==> config.mk <==
export PLATFORM = sky130hd
export DESIGN_NAME = tcpu_front
export DESIGN_NICKNAME = d
export VERILOG_FILES = /design/src/rtl/tcpu_pkg.sv /design/src/rtl/tcpu_front.sv
export SDC_FILE = /design/constraint.sdc
export NUM_CORES = 1
export LEC_CHECK = 0
export ABC_CLOCK_PERIOD_IN_PS = 4800
export BUFFER_PORTS_ARGS = -buffer_cell sky130_fd_sc_hd__buf_4
export CORE_ASPECT_RATIO = 0.8
export CORE_MARGIN = 2
export CORE_UTILIZATION = 56
export CTS_BUF_LIST = sky130_fd_sc_hd__clkbuf_16
export DETAILED_ROUTE_END_ITERATION = 10
export PLACE_DENSITY = 0.92
export RECOVER_POWER = 50
export SYNTH_ARGS = -nofsm -noshare
export SYNTH_HDL_FRONTEND = slang
export SYNTH_SLANG_ARGS = --single-unit
==> constraint.sdc <==
create_clock -name i_clk -period 4.8 [get_ports i_clk]
set_input_delay 0.72 -clock i_clk [delete_from_list [all_inputs] [get_ports i_clk]]
set_output_delay 0.72 -clock i_clk [all_outputs]
set_load 0.03 [all_outputs]
==> src/rtl/tcpu_pkg.sv <==
// ----------------------------------------------------------------------------
// tcpu_pkg
// Types, constants and opcodes shared by the teaching CPU execute core.
// ----------------------------------------------------------------------------
package tcpu_pkg;

    localparam int MEM_ADDR_BITS = 16;
    localparam int MEM_DEPTH     = 1 << MEM_ADDR_BITS;
    localparam int IO_DEPTH      = 256;
    localparam int Q_DEPTH       = 2;
    localparam int Q_PTR_BITS    = (Q_DEPTH > 1) ? $clog2(Q_DEPTH) : 1;
    localparam int Q_CNT_BITS    = $clog2(Q_DEPTH + 1);

    localparam logic [31:0] IO_BASE     = 32'hFFFF_FF00;
    localparam logic [31:0] CONSOLE_OUT = 32'hFFFF_FF00;
    localparam logic [31:0] TERM_IN     = 32'hFFFF_FF04;
    localparam logic [31:0] PC_RESET    = 32'h4000_0000;

    localparam logic [3:0] ZERO_IDX = 4'd0;
    localparam logic [3:0] SP_IDX   = 4'd14;
    localparam logic [3:0] PC_IDX   = 4'd15;

    // Inspect addresses beyond the register file.
    localparam logic [31:0] INSP_PC     = 32'd15;
    localparam logic [31:0] INSP_STATUS = 32'd16;
    localparam logic [31:0] INSP_CAUSE  = 32'd18;
    localparam logic [31:0] INSP_IRQ    = 32'd19;

    localparam logic [1:0] CSR_STATUS  = 2'd0;
    localparam logic [1:0] CSR_HANDLER = 2'd1;
    localparam logic [1:0] CSR_CAUSE   = 2'd2;

    localparam logic [31:0] CAUSE_ILLEGAL = 32'd1;
    localparam logic [31:0] CAUSE_TIMER   = 32'd2;
    localparam logic [31:0] CAUSE_TERM    = 32'd3;
    localparam logic [31:0] CAUSE_SWI     = 32'd4;

    localparam logic [2:0] IRQ_TIMER = 3'b001;
    localparam logic [2:0] IRQ_TERM  = 3'b010;
    localparam logic [2:0] IRQ_SWI   = 3'b100;

    localparam logic [7:0] OPC_HALT   = 8'h00;
    localparam logic [7:0] OPC_SWI    = 8'h10;
    localparam logic [7:0] OPC_CALL   = 8'h20;
    localparam logic [7:0] OPC_CALLM  = 8'h21;
    localparam logic [7:0] OPC_JMP    = 8'h30;
    localparam logic [7:0] OPC_BEQ    = 8'h31;
    localparam logic [7:0] OPC_BNE    = 8'h32;
    localparam logic [7:0] OPC_BGT    = 8'h33;
    localparam logic [7:0] OPC_JMPM   = 8'h38;
    localparam logic [7:0] OPC_BEQM   = 8'h39;
    localparam logic [7:0] OPC_BNEM   = 8'h3A;
    localparam logic [7:0] OPC_BGTM   = 8'h3B;
    localparam logic [7:0] OPC_XCHG   = 8'h40;
    localparam logic [7:0] OPC_ADD    = 8'h50;
    localparam logic [7:0] OPC_SUB    = 8'h51;
    localparam logic [7:0] OPC_MUL    = 8'h52;
    localparam logic [7:0] OPC_DIV    = 8'h53;
    localparam logic [7:0] OPC_NOT    = 8'h60;
    localparam logic [7:0] OPC_AND    = 8'h61;
    localparam logic [7:0] OPC_OR     = 8'h62;
    localparam logic [7:0] OPC_XOR    = 8'h63;
    localparam logic [7:0] OPC_SHL    = 8'h70;
    localparam logic [7:0] OPC_SHR    = 8'h71;
    localparam logic [7:0] OPC_ST     = 8'h80;
    localparam logic [7:0] OPC_STPRE  = 8'h81;
    localparam logic [7:0] OPC_STIND  = 8'h82;
    localparam logic [7:0] OPC_CSRRD  = 8'h90;
    localparam logic [7:0] OPC_ADDI   = 8'h91;
    localparam logic [7:0] OPC_LD     = 8'h92;
    localparam logic [7:0] OPC_POP    = 8'h93;
    localparam logic [7:0] OPC_CSRWR  = 8'h94;
    localparam logic [7:0] OPC_CSRORI = 8'h95;
    localparam logic [7:0] OPC_CSRLD  = 8'h96;
    localparam logic [7:0] OPC_CSRPOP = 8'h97;

    typedef enum logic [2:0] {
        K_LOAD,
        K_EXEC,
        K_TERM,
        K_TICK,
        K_INSP,
        K_NOP
    } t_kind;

    typedef struct packed {
        t_kind       kind;
        logic [31:0] addr;
        logic [7:0]  dbyte;
    } t_item;

    typedef struct packed {
        logic        rd;
        logic        wr;
        logic [31:0] addr;
        logic [7:0]  wdata;
    } t_mreq;

    typedef struct packed {
        logic        halted;
        logic        illegal_op;
        logic [31:0] prog_counter;
        logic        console_valid;
        logic [7:0]  console_char;
        logic [2:0]  took_cause;
        logic [31:0] read_value;
    } t_result;

    typedef enum logic [4:0] {
        S_IDLE,
        S_DISP,
        S_MRD,
        S_MWR,
        S_DECODE,
        S_REGS,
        S_EXEC,
        S_LOADED,
        S_CALLED,
        S_DIVW,
        S_WR2,
        S_CON,
        S_CON2,
        S_IRQ1,
        S_IRQ2,
        S_IRQ3,
        S_INSP,
        S_DONE
    } t_state;

endpackage

==> src/rtl/tcpu_front.sv <==
// ----------------------------------------------------------------------------
// tcpu_front
// Accepts input words, classifies the operation and queues them for the back.
// ----------------------------------------------------------------------------
module tcpu_front
    import tcpu_pkg::*;
(
    input  logic        i_clk,
    input  logic        i_rst_n,
    input  logic        i_valid,
    output logic        o_stall,
    input  logic [2:0]  i_op,
    input  logic [31:0] i_addr,
    input  logic [7:0]  i_data_byte,
    output logic        o_valid,
    output t_item       o_item,
    input  logic        i_pop
);

    t_item                 r_q [Q_DEPTH];
    logic [Q_PTR_BITS-1:0] r_wp;
    logic [Q_PTR_BITS-1:0] r_rp;
    logic [Q_CNT_BITS-1:0] r_count;
    logic                  push;
    t_item                 item;

    function automatic t_kind classify(logic [2:0] op);
        t_kind k;
        case (op)
            3'd0:    k = K_LOAD;
            3'd1:    k = K_EXEC;
            3'd2:    k = K_TERM;
            3'd3:    k = K_TICK;
            3'd4:    k = K_INSP;
            default: k = K_NOP;
        endcase
        return k;
    endfunction

    assign o_stall = (r_count == Q_CNT_BITS'(Q_DEPTH));
    assign push    = i_valid && !o_stall;
    assign o_valid = (r_count != '0);
    assign o_item  = r_q[r_rp];

    always_comb begin
        item.kind  = classify(i_op);
        item.addr  = i_addr;
        item.dbyte = i_data_byte;
    end

    always_ff @(posedge i_clk) begin
        if (push) begin
            r_q[r_wp] <= item;
        end
    end

    always_ff @(posedge i_clk) begin
        if (!i_rst_n) begin
            r_wp    <= '0;
            r_rp    <= '0;
            r_count <= '0;
        end else begin
            if (push) begin
                r_wp <= (r_wp == Q_PTR_BITS'(Q_DEPTH - 1)) ? '0 : r_wp + 1'b1;
            end
            if (i_pop) begin
                r_rp <= (r_rp == Q_PTR_BITS'(Q_DEPTH - 1)) ? '0 : r_rp + 1'b1;
            end
            r_count <= r_count + Q_CNT_BITS'(push) - Q_CNT_BITS'(i_pop);
        end
    end

endmodule

==> results.json, run 1 <==
{
  "setup_slack_ns": 1.90,
  "cp_max_fo": 43,
  "drc": 0,
  "die_h_um": 75.3,
  "worstMarginPinSlew_ns": 2.43,
  "endpoint_kind": "flop",
  "dpl_cell_area_um2": 4270,
  "dp_hpwl_um": 3860,
  "fill_cells": 375,
  "yosys-top-cells-area": "edfxtp_1, mux2_4, dfxtp_1, buf_12, mux2_2",
  "diodes": 0,
  "layout_common_cells": "edfxtp_1, buf_4, mux2_4, clkbuf_4, clkbuf_1",
  "drv_slew": 44,
  "clock_path_buffers": 2,
  "fin_nets": 310,
  "hold_path.class": "flop to flop",
  "crit_required_ns": 4.70,
  "synthCells": 163,
  "syn_area_per_cell_um2": 21.8,
  "whs_ns": 0.521,
  "drv_cap": 1,
  "firstDrtPassIters": 4,
  "synth.net_count": 212,
  "grt_pass1_vias": 1714,
  "htree_levels": 3,
  "cts_setup_buffers": 0,
  "worst_r2r_path_depth": 4,
  "critical_path_arrival_ns": 2.80,
  "netlist_area_um2": 3550,
  "power_density_nw_per_um2": 469,
  "layout-drive-gt1-share": 0.504,
  "coreArea_um2": 6010,
  "worstSetupPathType": "flop to flop",
  "synth_area_leader_cell": "edfxtp_1",
  "timing.final.crit_share": 0.605,
  "fmax_mhz": 345,
  "dieArea_um2": 7000,
  "grt.overflow.total": 0,
  "drt_iter0_markers": 63,
  "clock_latency_ns": 0.33,
  "die_w_um": 93.1,
  "area_growth_pct": 26.3,
  "synth_cell_types": 21,
  "ant_nets": 0,
  "cts.sinks": 91,
  "start_util": 0.592,
  "yosysWarnings": 0,
  "grt_pass1_wl_um": 8630,
  "synth_top_cell_area_share": 0.727,
  "top_usage_layer": "met2",
  "cts-root-buf": "clkbuf_16",
  "finalPower_uw": 2100,
  "post-place-ws_ns": 2.33,
  "met2_usage": 0.298,
  "setup_tns_ns": 0,
  "failed_checks": "max-capacitance violations, max-slew violations",
  "ioPinCount": 92,
  "hold_depth": 2,
  "met3_usage": 0.0651,
  "ys_seq_area_frac": 0.755,
  "rsz0062_at_grt": "false",
  "startpoint_type": "flop",
  "setup_violations": 0,
  "wirelength_um": 5840,
  "portBuffers": 91,
  "clock_skew_ns": 0.00485,
  "cts-resized-gates": 0,
  "status": "finished, violations left",
  "final_common_cell": "edfxtp_1",
  "cts_tree": "done",
  "vias": 1726,
  "fin_crit_ns": 2.90,
  "rows": 25,
  "leakage_uw": 0.00176,
  "max_slew_margin": -0.619,
  "finalHoldViolations": 0,
  "avgRoutedWirePerCell_um": 16.8,
  "grt_antenna_before_repair": 0,
  "ir_drop_mv": 0.333,
  "gp_congestion": 0.753,
  "met1_usage": 0.202,
  "grt_max_degree": 44,
  "cts.clk_slew.worst_paths_ns": 0.06,
  "grt_use_total": 0.174,
  "final_area_um2": 4490,
  "viasPerCell": 4.97,
  "ys_ff_latch": 91,
  "hold_buffers": 0,
  "cts_inserted_buffers": 9
}
## where the power goes
group | leakage, uW | internal (uW) | switching, uW
combinational | 0.000774 | 185 | 242
clock | 0.000145 | 402 | 273
sequential | 0.000843 | 972 | 30.6
total | 0.00176 | 1560 | 546
## critical path, cell delays in order, from the launching register on
cell and delay, ns:
dfxtp_1 0.34, nand2b_1 0.14, nand2_1 0.14, nor2_4 0.10, clkbuf_1 1.72
## Yosys cell counts (all sizes together)
| cell | n |
|---|---|
| inv | 3 |
| dfxtp | 5 |
| or2 | 1 |
| clkbuf | 1 |
| edfxtp | 86 |
| a21o | 1 |
| xor2 | 1 |
| ha | 2 |
| mux2i | 1 |
| nor3 | 1 |
| buf | 5 |
| nor2 | 4 |
| and3 | 1 |
| and2 | 2 |
| mux2 | 43 |
| xnor2 | 1 |
| nand2b | 2 |
| nand2 | 2 |
| nor2b | 1 |
## logic make-up (layout without fill, tap and decap cells)
kind of cell | count (synthesis) | after routing | synth area share
and+or+nand+nor | 14 | 14 | 0.0201
muxes | 44 | 44 | 0.181
adders and majority gates | 2 | 2 | 0.00704
AOI/OAI and AO/OA | 1 | 1 | 0.00211
DFF | 91 | 91 | 0.755
xor gates and xnor gates | 2 | 2 | 0.00493
buffers and inverters | 9 | 112 | 0.0299
## path summary, 6_finish.rpt
path	startpoint	slack, ns	to
setup / recovery	r_count[0]$_SDFF_PN0_	1.90	r_q[0][12]$_DFFE_PP_
setup reg to reg	r_count[0]$_SDFF_PN0_	1.90	r_q[0][12]$_DFFE_PP_
hold / removal	r_rp$_SDFFE_PN0P_	0.52	r_rp$_SDFFE_PN0P_
hold reg to reg	r_rp$_SDFFE_PN0P_	0.52	r_rp$_SDFFE_PN0P_
## final cells by class
type | instances | area [um2] | area share
Multi-Input combinational cell | 63 | 774 | 0.173
Sequential cell | 91 | 2680 | 0.598
Clock buffer | 9 | 225 | 0.0502
Inverter | 3 | 11.3 | 0.00251
Clock inverter | 7 | 70.1 | 0.0156
Tap cell | 81 | 101 | 0.0226
Timing Repair Buffer | 93 | 623 | 0.139
## through the flow
| step | instances | util |
|---|---|---|
| 2_1_floorplan | 163 | - |
| 3_3_place_gp | 331 | 0.711 |
| 3_5_place_dp | 331 | 0.711 |
| 4_1_cts | 347 | 0.760 |
| 5_1_grt | 347 | 0.748 |
| 6_report | 347 | 0.748 |
## flip-flops by register name (all words and copies together), names as in the netlist, named ones only
name	count
r_q	86
r_wp	1
r_rp	1
r_count	2
## layer usage
layer	wire length, um	vias to the layer above
li1	-	816
met1	2320	827
met2	2970	75
met3	472	8
met4	89	0
met5	0	-
Power figures use the tool's default switching activity.
==> run 2: changes to the inputs <==
Settings changed: ABC_CLOCK_PERIOD_IN_PS 4800 to 3000, CORE_UTILIZATION 56 to 52, PLACE_DENSITY 0.92 to 0.87.
Clock period 4.8 ns to 3 ns, I/O delays scaled along.
==> results.json, run 2 (same netlist as run 1, synthesis figures left out) <==
{
  "status": "finished, final reports clean",
  "cts_tree": "done",
  "cts-resized-gates": 0,
  "area_growth_pct": 27.9,
  "whs_ns": 0.326,
  "avgRoutedWirePerCell_um": 16.7,
  "cts_inserted_buffers": 9,
  "drt_iter0_markers": 113,
  "critical_path.slowest_cell": "nor2_2",
  "reg_top3": "r_q (86), r_count (2)",
  "startpoint_type": "flop",
  "final_common_cell": "edfxtp_1",
  "die_w_um": 96.4,
  "rows": 26,
  "max_slew_margin": 0.159,
  "timing.final.crit_share": 0.758,
  "htree_levels": 3,
  "die_h_um": 78.0,
  "grt_pass1_vias": 1805,
  "grt_use_total": 0.167,
  "layout-drive-gt1-share": 0.496,
  "largest_reg_flops": 86,
  "grt_antenna_before_repair": 0,
  "max_stage_delay_ns": 0.97,
  "drv_cap": 0,
  "r2r_slack_ns": 0.73,
  "grt_pass1_wl_um": 9060,
  "fmax_mhz": 440,
  "vias": 1735,
  "fin_crit_ns": 2.27,
  "power_density_nw_per_um2": 772,
  "ioPinCount": 92,
  "hold_path.class": "primary input to flop",
  "finalPower_uw": 3510,
  "rsz0062_at_grt": "false",
  "fin_nets": 313,
  "dieArea_um2": 7520,
  "dp_hpwl_um": 4210,
  "viasPerCell": 4.93,
  "largest-register": "r_q",
  "ant_nets": 0,
  "endpoint_kind": "flop",
  "cts-root-buf": "clkbuf_16",
  "finalHoldViolations": 0,
  "ir_drop_mv": 0.527,
  "gp_congestion": 0.748,
  "diodes": 0,
  "cp_max_fo": 24,
  "min_to": "r_q[0][16]$_DFFE_PP_",
  "crit_required_ns": 3.03,
  "cts.sinks": 91,
  "cts.clk_slew.worst_paths_ns": 0.06,
  "r2r-end": "r_q[0][27]$_DFFE_PP_",
  "critical_path_arrival_ns": 2.30,
  "start_util": 0.546,
  "portBuffers": 91,
  "setup_tns_ns": 0,
  "grt.overflow.total": 0,
  "drv_slew": 0,
  "drc": 0,
  "layout_common_cells": "edfxtp_1, buf_4, mux2_4, clkbuf_1, clkbuf_4",
  "setup_violations": 0,
  "setup_slack_ns": 0.726,
  "holdCritStartpoint": "i_addr[8]",
  "path_cells": "nand2b_1, nand2_1, nor2_2, buf_4",
  "placedCellCount": 337,
  "firstDrtPassIters": 4,
  "clock_path_buffers": 2,
  "coreArea_um2": 6510,
  "instances_no_fill": 352,
  "startpoint": "r_count[0]$_SDFF_PN0_",
  "reg2reg_from": "r_count[0]$_SDFF_PN0_",
  "wirelength_um": 5860,
  "clock_skew_ns": 0.00440,
  "worstMarginPinSlew_ns": 1.26,
  "hold_buffers": 0,
  "worstSetupPathType": "flop to flop",
  "clock_latency_ns": 0.33,
  "hold_depth": 1,
  "cts_setup_buffers": 0,
  "post-place-ws_ns": 1.08,
  "grt_max_degree": 31,
  "leakage_uw": 0.00179,
  "worst_r2r_path_depth": 4
}
-- run 2: cell count changes in the layout (fill, tap and decap cells not counted), moves of 2 or more --
cell / before / now
clkbuf_4: 23 / 20
clkbuf_1: 20 / 23
bufinv_16: 1 / 3
buf_4: 50 / 52
-- run 2: final cells by class --
type | count | area [um2]
Fill cell | 428 | 1960
Clock inverter | 6 | 106
Tap cell | 84 | 105
Clock buffer | 9 | 225
Timing Repair Buffer | 96 | 647
Multi-Input combinational cell | 63 | 768
Sequential cell | 91 | 2680
Inverter | 3 | 11.3
-- run 2: layer usage --
metal,wire length (um),up-vias,track usage
li1,-,826,-
met1,2420,830,0.206
met2,2870,70,0.272
met3,473,9,0.0592
met4,92,0,0.0563
met5,0,-,0
-- run 2: report_power, final --
part,internal (uW),leakage (uW),switching (uW),total (uW)
registers,1550,0.000843,44.4,1590
logic,300,0.000782,392,692
clock network,804,0.000163,422,1230
total,2650,0.00179,859,3510
-- run 2: per-stage QoR --
step	util	instance area, um2
2_1_floorplan	-	3550
3_3_place_gp	0.662	4310
3_5_place_dp	0.662	4310
4_1_cts	0.713	4640
5_1_grt	0.699	4550
6_report	0.699	4550
-- run 2: worst max-delay path: cells and delay by family, from the launching register on --
family	cells	cell delay, ns
simple gates	3	1.25
flops	1	0.35
buf+inv	1	0.36
-- run 2: worst max-delay path by stage --
stage / to / slack (ns) / depth (start not counted)
3_5_place_dp: r_q[0][19]$_DFFE_PP_ / 1.08 / 4
5_1_grt: r_q[0][20]$_DFFE_PP_ / 0.51 / 4
4_1_cts: o_item[5] / 0.82 / 3
2_1_floorplan: r_q[0][0]$_DFFE_PP_ / 0.19 / 3
6_report: r_q[0][27]$_DFFE_PP_ / 0.73 / 4
3_3_place_gp: r_q[0][19]$_DFFE_PP_ / 1.14 / 4
